==> src/hw/rtl/tceb_pkg.sv <==
// ----------------------------------------------------------------------------
// tceb_pkg
// Shared types and constants of the coincidence event builder.
// ----------------------------------------------------------------------------
package tceb_pkg;

	// fixed header bytes counted for every fragment
	localparam int unsigned FRAG_HDR_BYTES = 20;

	// field widths
	localparam int unsigned STAMP_W  = 64;
	localparam int unsigned BYTES_W  = 32;
	localparam int unsigned FRAGS_W  = 17;
	localparam int unsigned WINDOW_W = 31;
	localparam int unsigned LIMIT_W  = 16;
	localparam int unsigned SOURCE_W = 32;

	// stream widths
	localparam int unsigned IN_DATA_W  = 96;
	localparam int unsigned OUT_DATA_W = 152;

	// configuration port
	localparam int unsigned CFG_IDX_W  = 3;
	localparam int unsigned CFG_DATA_W = 32;

	// queue between front and back
	localparam int unsigned QUEUE_DEPTH = 4;
	localparam int unsigned QPTR_W      = $clog2(QUEUE_DEPTH);
	localparam int unsigned QCNT_W      = $clog2(QUEUE_DEPTH + 1);

	// divider step counter
	localparam int unsigned DIV_CNT_W = $clog2(STAMP_W);

	// register indexes
	typedef enum logic [CFG_IDX_W-1:0] {
		REG_WINDOW   = 3'd0,
		REG_DISABLE  = 3'd1,
		REG_POLICY   = 3'd2,
		REG_LIMIT    = 3'd3,
		REG_SOURCE   = 3'd4
	} reg_idx_t;

	// timestamp policy codes
	typedef enum logic [1:0] {
		POL_EARLIEST = 2'd0,
		POL_LATEST   = 2'd1,
		POL_AVERAGE  = 2'd2,
		POL_UNUSED   = 2'd3
	} policy_t;

	// operation codes
	localparam logic OP_FRAGMENT = 1'b0;
	localparam logic OP_FLUSH    = 1'b1;

	// configuration register set
	typedef struct packed {
		logic [WINDOW_W-1:0] window;
		logic                build_disable;
		logic [1:0]          policy;
		logic [LIMIT_W-1:0]  frag_limit;
		logic [SOURCE_W-1:0] source_tag;
	} cfg_t;

	// closed event handed from front to back
	typedef struct packed {
		logic [STAMP_W-1:0] stamp;   // chosen stamp, or stamp sum when averaging
		logic               avg;
		logic [BYTES_W-1:0] bytes;
		logic [FRAGS_W-1:0] frags;
	} evt_rec_t;

	// back-end sequencer states
	typedef enum logic [1:0] {
		BK_IDLE,
		BK_DIV,
		BK_HOLD
	} back_state_t;

endpackage

==> src/hw/rtl/timestamp_coincidence_event_builder_top.sv <==
// ----------------------------------------------------------------------------
// timestamp_coincidence_event_builder_top
// Groups timestamped fragments into built events.
// ----------------------------------------------------------------------------
// Usage:
// - s_* stream carries one fragment or flush per beat; tuser is the
//   operation (0 fragment, 1 flush), tdata the stamp and payload size.
// - m_* stream carries one built event per beat.
// - cfg_* writes one register per beat; it is always ready and should be
//   used only while no event is pending in the block.
// Throughput: the front takes one beat a cycle while the event queue
//   (four entries) has room. A closed event goes straight to the output
//   register for the earliest and latest policies; the average policy runs a
//   bit-serial divider and takes no new event until the last one has been
//   divided and handed over, so that divider sets the event rate there.
// Path: the beat that closes an event pushes it into the queue; the back
//   loads it into the output register once free, via the divider if averaging.
// Reset: clears the open event, the queue and the output register, and
//   loads the register defaults (fragment limit 65535, others zero).
// Stall: with m_tready low the output register holds its beat; the queue
//   fills and then s_tready drops until events drain.
// ----------------------------------------------------------------------------
module timestamp_coincidence_event_builder_top (
	input  logic                              clk,
	input  logic                              arst_n,
	// fragment input
	input  logic                              s_tvalid,
	output logic                              s_tready,
	input  logic [tceb_pkg::IN_DATA_W-1:0]    s_tdata,  // [63:0] fragment_timestamp, [95:64] payload_bytes
	input  logic                              s_tuser,  // [0] operation
	// built events
	output logic                              m_tvalid,
	input  logic                              m_tready,
	output logic [tceb_pkg::OUT_DATA_W-1:0]   m_tdata,  // [63:0] event_timestamp, [95:64] event_bytes,
	                                                    // [112:96] event_fragments, [144:113] event_source
	// configuration writes
	input  logic                              cfg_valid,
	output logic                              cfg_ready,
	input  logic [tceb_pkg::CFG_IDX_W-1:0]    cfg_index,
	input  logic [tceb_pkg::CFG_DATA_W-1:0]   cfg_data
);
	import tceb_pkg::*;

	cfg_t               cfg_q;
	logic               push;
	logic               push_ready;
	evt_rec_t           push_rec;
	logic               pop;
	logic               head_valid;
	evt_rec_t           head_rec;
	logic [STAMP_W-1:0] ev_stamp;
	logic [BYTES_W-1:0] ev_bytes;
	logic [FRAGS_W-1:0] ev_frags;
	logic [SOURCE_W-1:0] ev_source;

	// configuration registers
	assign cfg_ready = 1'b1;

	always_ff @(posedge clk or negedge arst_n) begin
		if (!arst_n) begin
			cfg_q.window        <= '0;
			cfg_q.build_disable <= 1'b0;
			cfg_q.policy        <= POL_EARLIEST;
			cfg_q.frag_limit    <= '1;
			cfg_q.source_tag    <= '0;
		end else if (cfg_valid) begin
			case (reg_idx_t'(cfg_index))
				REG_WINDOW:  cfg_q.window        <= cfg_data[WINDOW_W-1:0];
				REG_DISABLE: cfg_q.build_disable <= cfg_data[0];
				REG_POLICY:  cfg_q.policy        <= cfg_data[1:0];
				REG_LIMIT:   cfg_q.frag_limit    <= cfg_data[LIMIT_W-1:0];
				REG_SOURCE:  cfg_q.source_tag    <= cfg_data[SOURCE_W-1:0];
				default: begin
				end
			endcase
		end
	end

	// front: event accumulation
	tceb_front u_front (
		.clk        (clk),
		.arst_n     (arst_n),
		.cfg        (cfg_q),
		.in_valid   (s_tvalid),
		.in_ready   (s_tready),
		.in_op      (s_tuser),
		.in_stamp   (s_tdata[63:0]),
		.in_payload (s_tdata[95:64]),
		.push       (push),
		.push_rec   (push_rec),
		.push_ready (push_ready)
	);

	// closed event queue
	tceb_queue u_queue (
		.clk        (clk),
		.arst_n     (arst_n),
		.push       (push),
		.push_rec   (push_rec),
		.push_ready (push_ready),
		.pop        (pop),
		.head_rec   (head_rec),
		.head_valid (head_valid)
	);

	// back: stamp resolution and output
	tceb_back u_back (
		.clk        (clk),
		.arst_n     (arst_n),
		.cfg        (cfg_q),
		.head_valid (head_valid),
		.head_rec   (head_rec),
		.pop        (pop),
		.out_valid  (m_tvalid),
		.out_ready  (m_tready),
		.out_stamp  (ev_stamp),
		.out_bytes  (ev_bytes),
		.out_frags  (ev_frags),
		.out_source (ev_source)
	);

	// pack output beat
	assign m_tdata = {7'b0, ev_source, ev_frags, ev_bytes, ev_stamp};

endmodule

==> src/hw/rtl/tceb_front.sv <==
// ----------------------------------------------------------------------------
// tceb_front
// Accepts fragment and flush beats, keeps the open event and pushes each
// closed event into the queue.
// ----------------------------------------------------------------------------
module tceb_front (
	input  logic                         clk,
	input  logic                         arst_n,
	input  tceb_pkg::cfg_t               cfg,
	input  logic                         in_valid,
	output logic                         in_ready,
	input  logic                         in_op,
	input  logic [tceb_pkg::STAMP_W-1:0] in_stamp,
	input  logic [tceb_pkg::BYTES_W-1:0] in_payload,
	output logic                         push,
	output tceb_pkg::evt_rec_t           push_rec,
	input  logic                         push_ready
);
	import tceb_pkg::*;

	logic               open_q;
	logic [STAMP_W-1:0] first_q;
	logic [STAMP_W-1:0] last_q;
	logic [STAMP_W-1:0] sum_q;
	logic [FRAGS_W-1:0] frags_q;
	logic [BYTES_W-1:0] bytes_q;

	logic               accept;
	logic [STAMP_W-1:0] d1;
	logic [STAMP_W-1:0] d2;
	logic               out_window;
	logic               close_frag;
	logic               restart;
	logic [BYTES_W-1:0] bytes_base;
	logic [BYTES_W+1:0] bytes_sum;
	logic [BYTES_W-1:0] bytes_next;

	assign in_ready = push_ready;
	assign accept   = in_valid && push_ready;

	// window test: the smaller distance is outside when both are
	assign d1         = in_stamp - first_q;
	assign d2         = first_q - in_stamp;
	assign out_window = (d1 > {{(STAMP_W-WINDOW_W){1'b0}}, cfg.window}) &&
	                    (d2 > {{(STAMP_W-WINDOW_W){1'b0}}, cfg.window});

	assign close_frag = open_q && (cfg.build_disable || out_window ||
	                    (frags_q > {1'b0, cfg.frag_limit}));
	assign restart    = !open_q || close_frag;

	// saturating byte count, header and payload in one add
	assign bytes_base = restart ? '0 : bytes_q;
	assign bytes_sum  = {2'b00, bytes_base} + (BYTES_W+2)'(FRAG_HDR_BYTES) +
	                    {2'b00, in_payload};
	assign bytes_next = (bytes_sum[BYTES_W+1:BYTES_W] != 2'b00) ? '1 :
	                    bytes_sum[BYTES_W-1:0];

	// push a closed event
	always_comb begin
		push = 1'b0;
		if (accept && open_q) begin
			if (in_op == OP_FLUSH) begin
				push = 1'b1;
			end else begin
				push = close_frag;
			end
		end
	end

	// pick the stamp operand by policy
	always_comb begin
		push_rec.avg   = 1'b0;
		push_rec.bytes = bytes_q;
		push_rec.frags = frags_q;
		case (policy_t'(cfg.policy))
			POL_LATEST: begin
				push_rec.stamp = last_q;
			end
			POL_AVERAGE: begin
				push_rec.stamp = sum_q;
				push_rec.avg   = 1'b1;
			end
			default: begin
				push_rec.stamp = first_q;
			end
		endcase
	end

	// open event control
	always_ff @(posedge clk or negedge arst_n) begin
		if (!arst_n) begin
			open_q <= 1'b0;
		end else if (accept) begin
			open_q <= (in_op == OP_FRAGMENT);
		end
	end

	// open event contents
	always_ff @(posedge clk) begin
		if (accept && (in_op == OP_FRAGMENT)) begin
			last_q  <= in_stamp;
			bytes_q <= bytes_next;
			if (restart) begin
				first_q <= in_stamp;
				sum_q   <= in_stamp;
				frags_q <= FRAGS_W'(1);
			end else begin
				sum_q <= sum_q + in_stamp;
				if (frags_q != '1) begin
					frags_q <= frags_q + FRAGS_W'(1);
				end
			end
		end
	end

endmodule

==> src/hw/rtl/tceb_queue.sv <==
// ----------------------------------------------------------------------------
// tceb_queue
// Short queue of closed events between the front and the back.
// ----------------------------------------------------------------------------
module tceb_queue (
	input  logic               clk,
	input  logic               arst_n,
	input  logic               push,
	input  tceb_pkg::evt_rec_t push_rec,
	output logic               push_ready,
	input  logic               pop,
	output tceb_pkg::evt_rec_t head_rec,
	output logic               head_valid
);
	import tceb_pkg::*;

	evt_rec_t           mem [QUEUE_DEPTH];
	logic [QPTR_W-1:0]  wr_ptr_q;
	logic [QPTR_W-1:0]  rd_ptr_q;
	logic [QCNT_W-1:0]  count_q;
	logic               do_push;
	logic               do_pop;

	assign push_ready = (count_q != QCNT_W'(QUEUE_DEPTH));
	assign head_valid = (count_q != '0);
	assign do_push    = push && push_ready;
	assign do_pop     = pop && head_valid;
	assign head_rec   = mem[rd_ptr_q];

	// storage
	always_ff @(posedge clk) begin
		if (do_push) begin
			mem[wr_ptr_q] <= push_rec;
		end
	end

	// pointers and fill count
	always_ff @(posedge clk or negedge arst_n) begin
		if (!arst_n) begin
			wr_ptr_q <= '0;
			rd_ptr_q <= '0;
			count_q  <= '0;
		end else begin
			if (do_push) begin
				wr_ptr_q <= wr_ptr_q + QPTR_W'(1);
			end
			if (do_pop) begin
				rd_ptr_q <= rd_ptr_q + QPTR_W'(1);
			end
			if (do_push && !do_pop) begin
				count_q <= count_q + QCNT_W'(1);
			end else if (do_pop && !do_push) begin
				count_q <= count_q - QCNT_W'(1);
			end
		end
	end

endmodule

==> src/hw/rtl/tceb_back.sv <==
// ----------------------------------------------------------------------------
// tceb_back
// Takes closed events from the queue, divides the stamp sum when
// averaging and drives the output register.
// ----------------------------------------------------------------------------
module tceb_back (
	input  logic                              clk,
	input  logic                              arst_n,
	input  tceb_pkg::cfg_t                    cfg,
	input  logic                              head_valid,
	input  tceb_pkg::evt_rec_t                head_rec,
	output logic                              pop,
	output logic                              out_valid,
	input  logic                              out_ready,
	output logic [tceb_pkg::STAMP_W-1:0]      out_stamp,
	output logic [tceb_pkg::BYTES_W-1:0]      out_bytes,
	output logic [tceb_pkg::FRAGS_W-1:0]      out_frags,
	output logic [tceb_pkg::SOURCE_W-1:0]     out_source
);
	import tceb_pkg::*;

	back_state_t          state_q;
	back_state_t          state_next;

	logic                 out_valid_q;
	logic [STAMP_W-1:0]   out_stamp_q;
	logic [BYTES_W-1:0]   out_bytes_q;
	logic [FRAGS_W-1:0]   out_frags_q;
	logic [SOURCE_W-1:0]  out_source_q;

	// divider registers
	logic [STAMP_W-1:0]   quot_q;
	logic [FRAGS_W-1:0]   rem_q;
	logic [FRAGS_W-1:0]   divisor_q;
	logic [DIV_CNT_W-1:0] cnt_q;
	logic [BYTES_W-1:0]   hold_bytes_q;

	logic                 out_free;
	logic                 load_div;
	logic                 load_direct;
	logic                 load_quot;
	logic [FRAGS_W:0]     rem_shift;
	logic [FRAGS_W:0]     rem_diff;

	assign out_free = !out_valid_q || out_ready;

	// next state
	always_comb begin
		state_next = state_q;
		case (state_q)
			BK_IDLE: begin
				if (head_valid && head_rec.avg) begin
					state_next = BK_DIV;
				end
			end
			BK_DIV: begin
				if (cnt_q == '0) begin
					state_next = BK_HOLD;
				end
			end
			BK_HOLD: begin
				if (out_free) begin
					state_next = BK_IDLE;
				end
			end
			default: begin
				state_next = BK_IDLE;
			end
		endcase
	end

	// state outputs
	always_comb begin
		load_div    = 1'b0;
		load_direct = 1'b0;
		load_quot   = 1'b0;
		case (state_q)
			BK_IDLE: begin
				load_div    = head_valid && head_rec.avg;
				load_direct = head_valid && !head_rec.avg && out_free;
			end
			BK_HOLD: begin
				load_quot = out_free;
			end
			default: begin
			end
		endcase
	end

	assign pop = load_div || load_direct;

	always_ff @(posedge clk or negedge arst_n) begin
		if (!arst_n) begin
			state_q <= BK_IDLE;
		end else begin
			state_q <= state_next;
		end
	end

	// restoring division, one quotient bit a cycle
	assign rem_shift = {rem_q, quot_q[STAMP_W-1]};
	assign rem_diff  = rem_shift - {1'b0, divisor_q};

	always_ff @(posedge clk) begin
		if (load_div) begin
			quot_q       <= head_rec.stamp;
			rem_q        <= '0;
			divisor_q    <= head_rec.frags;
			cnt_q        <= DIV_CNT_W'(STAMP_W - 1);
			hold_bytes_q <= head_rec.bytes;
		end else if (state_q == BK_DIV) begin
			cnt_q <= cnt_q - DIV_CNT_W'(1);
			if (!rem_diff[FRAGS_W]) begin
				rem_q  <= rem_diff[FRAGS_W-1:0];
				quot_q <= {quot_q[STAMP_W-2:0], 1'b1};
			end else begin
				rem_q  <= rem_shift[FRAGS_W-1:0];
				quot_q <= {quot_q[STAMP_W-2:0], 1'b0};
			end
		end
	end

	// output register valid
	always_ff @(posedge clk or negedge arst_n) begin
		if (!arst_n) begin
			out_valid_q <= 1'b0;
		end else if (load_direct || load_quot) begin
			out_valid_q <= 1'b1;
		end else if (out_ready) begin
			out_valid_q <= 1'b0;
		end
	end

	// output register payload
	always_ff @(posedge clk) begin
		if (load_direct) begin
			out_stamp_q  <= head_rec.stamp;
			out_bytes_q  <= head_rec.bytes;
			out_frags_q  <= head_rec.frags;
			out_source_q <= cfg.source_tag;
		end else if (load_quot) begin
			out_stamp_q  <= quot_q;
			out_bytes_q  <= hold_bytes_q;
			out_frags_q  <= divisor_q;
			out_source_q <= cfg.source_tag;
		end
	end

	assign out_valid  = out_valid_q;
	assign out_stamp  = out_stamp_q;
	assign out_bytes  = out_bytes_q;
	assign out_frags  = out_frags_q;
	assign out_source = out_source_q;

endmodule
==> config.mk <==
export PLATFORM = sky130hd
export DESIGN_NAME = timestamp_coincidence_event_builder_top
export DESIGN_NICKNAME = d
export VERILOG_FILES = /design/src/hw/rtl/tceb_pkg.sv /design/src/hw/rtl/timestamp_coincidence_event_builder_top.sv /design/src/hw/rtl/tceb_front.sv /design/src/hw/rtl/tceb_queue.sv /design/src/hw/rtl/tceb_back.sv
export SDC_FILE = /design/constraint.sdc
export NUM_CORES = 2
export LEC_CHECK = 0
export BUFFER_PORTS_ARGS = -buffer_cell sky130_fd_sc_hd__buf_4
export CAP_MARGIN = 20
export CORE_ASPECT_RATIO = 0.75
export CORE_MARGIN = 1
export CORE_UTILIZATION = 56
export DETAILED_ROUTE_END_ITERATION = 7
export PLACE_DENSITY_LB_ADDON = 0.1
export SLEW_MARGIN = 10
export SYNTH_ARGS = -nofsm -noshare
export SYNTH_HDL_FRONTEND = slang
export SYNTH_HIERARCHICAL = 1
export SYNTH_SLANG_ARGS = --single-unit
==> constraint.sdc <==
create_clock -name clk -period 12.1 [get_ports clk]
set_input_delay 0.605 -clock clk [delete_from_list [all_inputs] [get_ports clk]]
set_output_delay 0.605 -clock clk [all_outputs]
set_load 0.05 [all_outputs]
==> impl_metrics.yaml <==
clock_tree:
  numCtsBuffers: 102
  ctsResizeCount: 0
  cts_setup_buffers: 0
  ctsHoldBuffers: 1
  root_buffer: "clkbuf_16"
  clk_pin_slew_worst_paths_ns: 0.06
  cts_tree: "built"
  clock_path_buffers: 3
  clock_latency_ns: 0.73
  htreeDepth: 3
  clock-sinks: 1071
grt:
  grt_pass1_wl_um: 248000
  antenna_found_initial: 11
  grt_pass1_vias: 37900
  overflow: 0
  grt_use_total: 0.317
  grt_max_degree: 75
drt:
  wl_per_cell_um: 26.3
  drc_errors: 0
  drt-pass1-iter-count: 6
  wl_um: 167000
  ant_nets: 0
  via_per_inst: 6.31
  route.vias.total: 40100
  drt_iter0_drc: 4417
die:
  io_pins: 292
  start_util: 0.568
  die_w_um: 373
  die_area_mm2: 0.105
  die-height_um: 280
  rows: 101
  core_mm2: 0.102
power_and_ir_drop:
  switching_share: 0.343
  p_comb_frac: 0.322
  internal_power_w: 0.00825
  powerDensity_mw_per_mm2: 195
  p_seq_frac: 0.418
  p_total_w: 0.0126
  peakVddDrop_mv: 0.153
  clock_power_share: 0.260
  power.leakage_nw: 24.5
  switchingPower_w: 0.00432
placed_design:
  dp_hpwl_um: 122000
  portBuffers: 283
  dpl.cell_count: 6160
  place_ws_ns: 1.04
  gp_congestion: 1.03
  dpl_cell_area_mm2: 0.0610
critical_path:
  cp_slowest_cell: "a2111oi_0"
  startpoint_type: "register"
  worstPathArrival_ns: 11.56
  critPathRequiredTime_ns: 12.55
  cp-end-kind: "register"
  cp_common_cell: "ha_1"
  cp_max_fo: 31
  critical_path.max_stage_delay_ns: 0.77
  crit_type: "reg -> reg"
timing:
  slew_violations: 0
  rsz0062_at_grt: "no"
  final-hold-violation-count: 0
  fin_ws_ns: 0.989
  min_period_ns: 11.11
  setup_viol: 0
  tightest_slew_ns: 1.18
  fin_crit_sh: 0.918
  final.setup_skew_ns: 0.0774
  max_clock_freq_mhz: 90.0
  setup_tns_ns: 0
  slew_headroom: 0.207
cells_and_area:
  drive_above_1_share: 0.173
  syn_to_final_growth_pct: 11.5
  final_cells: 6357
  nets: 5426
  fin_area_mm2: 0.0645
synthesis:
  yosysSeqAreaShare: 0.544
  synth_edf_count: 955
  synth_cell_type_count: 103
  synth-async-reset-ratio: 0.0868
  avgSynthCellArea_um2: 12.3
  synth_area_mm2: 0.0578
  synth_warnings: 6
  ys_ff_latch: 1071
  netlist_instances: 4687
  ys.flop_type: "edfxtp_1"
run_status:
  status: "finished clean"
flow_run:
  cap_violations: 0
min_path:
  hold_path.class: "in -> reg"
[worst paths after layout]
path / start / end / slack, ns / cells past startpoint
setup / recovery: u_front/first_q[4]$_DFFE_PP_ / u_front/bytes_q[23]$_SDFFCE_PP1P_ / 0.99 / 36
hold / removal: s_tdata[43] / u_front/first_q[43]$_DFFE_PP_ / 0.1 / 1
setup reg to reg: u_front/first_q[4]$_DFFE_PP_ / u_front/bytes_q[23]$_SDFFCE_PP1P_ / 0.99 / 36
hold reg to reg: cfg_q[6]$_DFFE_PN0P_ / u_back/out_source[6]$_DFFE_PP_ / 0.45 / 0
max in group asynchronous: arst_n / u_queue/rd_ptr_q[0]$_DFFE_PN0P_ / 10.40 / 3
min in group asynchronous: arst_n / cfg_q[0]$_DFFE_PN0P_ / 0.44 / 2
[sequential cells by signal, summed over array words and instances, names as in the netlist, 32 cells and up]
name / flops
u_front/bytes_q: 32
u_front/last_q: 64
u_back/quot_q: 64
u_back/out_bytes: 32
cfg_q: 82
u_back/out_source: 32
u_queue/mem: 456
u_back/hold_bytes_q: 32
u_front/sum_q: 64
u_back/out_stamp: 64
u_front/first_q: 64
[critical path: cells and delay by family, from the launching register on]
family | cells | cell delay, ns
compound gates | 22 | 6.58
flops | 1 | 0.39
xor+xnor | 1 | 0.23
simple gates | 7 | 1.92
fa+ha+maj | 4 | 1.37
buf+inv | 2 | 0.32
[synthesized netlist by cell type (all sizes together), types with 23 or more instances]
| master | n | area (um2) |
|---|---|---|
| ha | 357 | 4470 |
| nand4 | 76 | 482 |
| nand2b | 42 | 263 |
| xnor2 | 117 | 1020 |
| and3 | 27 | 169 |
| nand2 | 452 | 1700 |
| a221oi | 80 | 731 |
| mux4 | 114 | 2570 |
| edfxtp | 955 | 28700 |
| mux2i | 71 | 711 |
| a21o | 96 | 721 |
| clkbuf | 120 | 452 |
| xor2 | 88 | 771 |
| o21a | 29 | 218 |
| buf | 89 | 691 |
| inv | 264 | 991 |
| o21ai | 220 | 1110 |
| o21bai | 35 | 263 |
| nor2 | 204 | 766 |
| nor2b | 23 | 144 |
| o211ai | 31 | 246 |
| dfxtp | 23 | 460 |
| nor3 | 52 | 260 |
| dfrtp | 77 | 1930 |
| nand3 | 69 | 345 |
| a21oi | 396 | 2020 |
| a211oi | 49 | 383 |
| a31oi | 23 | 159 |
| and2 | 60 | 375 |
| mux2 | 191 | 2260 |
[power groups by stage]
stage	logic, W	registers, W	clock network [W]
floorplan	0.00271	0.00537	0
global placement	0.00397	0.00531	0
detailed placement	0.00400	0.00533	0
CTS	0.00403	0.00526	0.00332
global route	0.00436	0.00532	0.00346
finish	0.00405	0.00525	0.00327
[cell usage in the layout, fill, tap and decap left out, drive strengths merged, types with 10 or more instances in the layout]
cell,count
buf,337
o21bai,35
o21a,29
mux2,191
nand4,76
nor2,204
dfstp,16
a21boi,22
clkbuf,138
a21oi,396
mux2i,71
or2,12
nand2b,42
o311ai,11
nand3,69
xor2,88
nand2,452
clkinv,33
inv,272
dfxtp,23
xnor2,117
or3,13
nor3,52
nor2b,23
mux4,114
a221oi,80
and4,10
a21o,96
ha,357
dfrtp,77
a31oi,23
and2,60
o21ai,220
and3,27
a211oi,49
edfxtp,955
o31ai,19
o211ai,31
a2111oi,10
nor4,22
[final cells by class]
class                   instances  area (um2)
clock inverters                55         607
diodes                          3        7.51
flip-flops and latches       1071       31500
inverters                     264         993
multi-input cells            3149       24300
fillers                      7836       37300
repair buffers                338        2540
well taps                    1339        1680
clock buffers                 138        2820
[per-layer routing]
layer	vias to the layer above	GRT usage	part of all wire
met5	-	0	0.00067
met4	16	0.0741	0.023
met3	227	0.0601	0.085
met2	1657	0.451	0.42
met1	20000	0.499	0.47
li1	18200	-	-
[logic make-up (layout without fill, tap and decap cells)]
kind of cell,Yosys count,count (layout),synth area share
and+or+nand+nor,1092,1092,0.0895
xor gates and xnor gates,205,205,0.0311
muxes,376,376,0.0958
other,2,11,0.000130
DFF,1071,1071,0.544
buffers and inverters,473,795,0.0369
adders and majority gates,363,363,0.0793
AOI/OAI and AO/OA,1105,1105,0.123
[stage by stage]
step | util | hold slack [ns]
global placement | 0.600 | 0.431
finish | 0.634 | 0.0977
floorplan | - | 0.309
CTS | 0.633 | 0.0511
detailed placement | 0.600 | 0.428
global route | 0.633 | 0.0679
No activity file was read; power rests on OpenSTA's default activity.
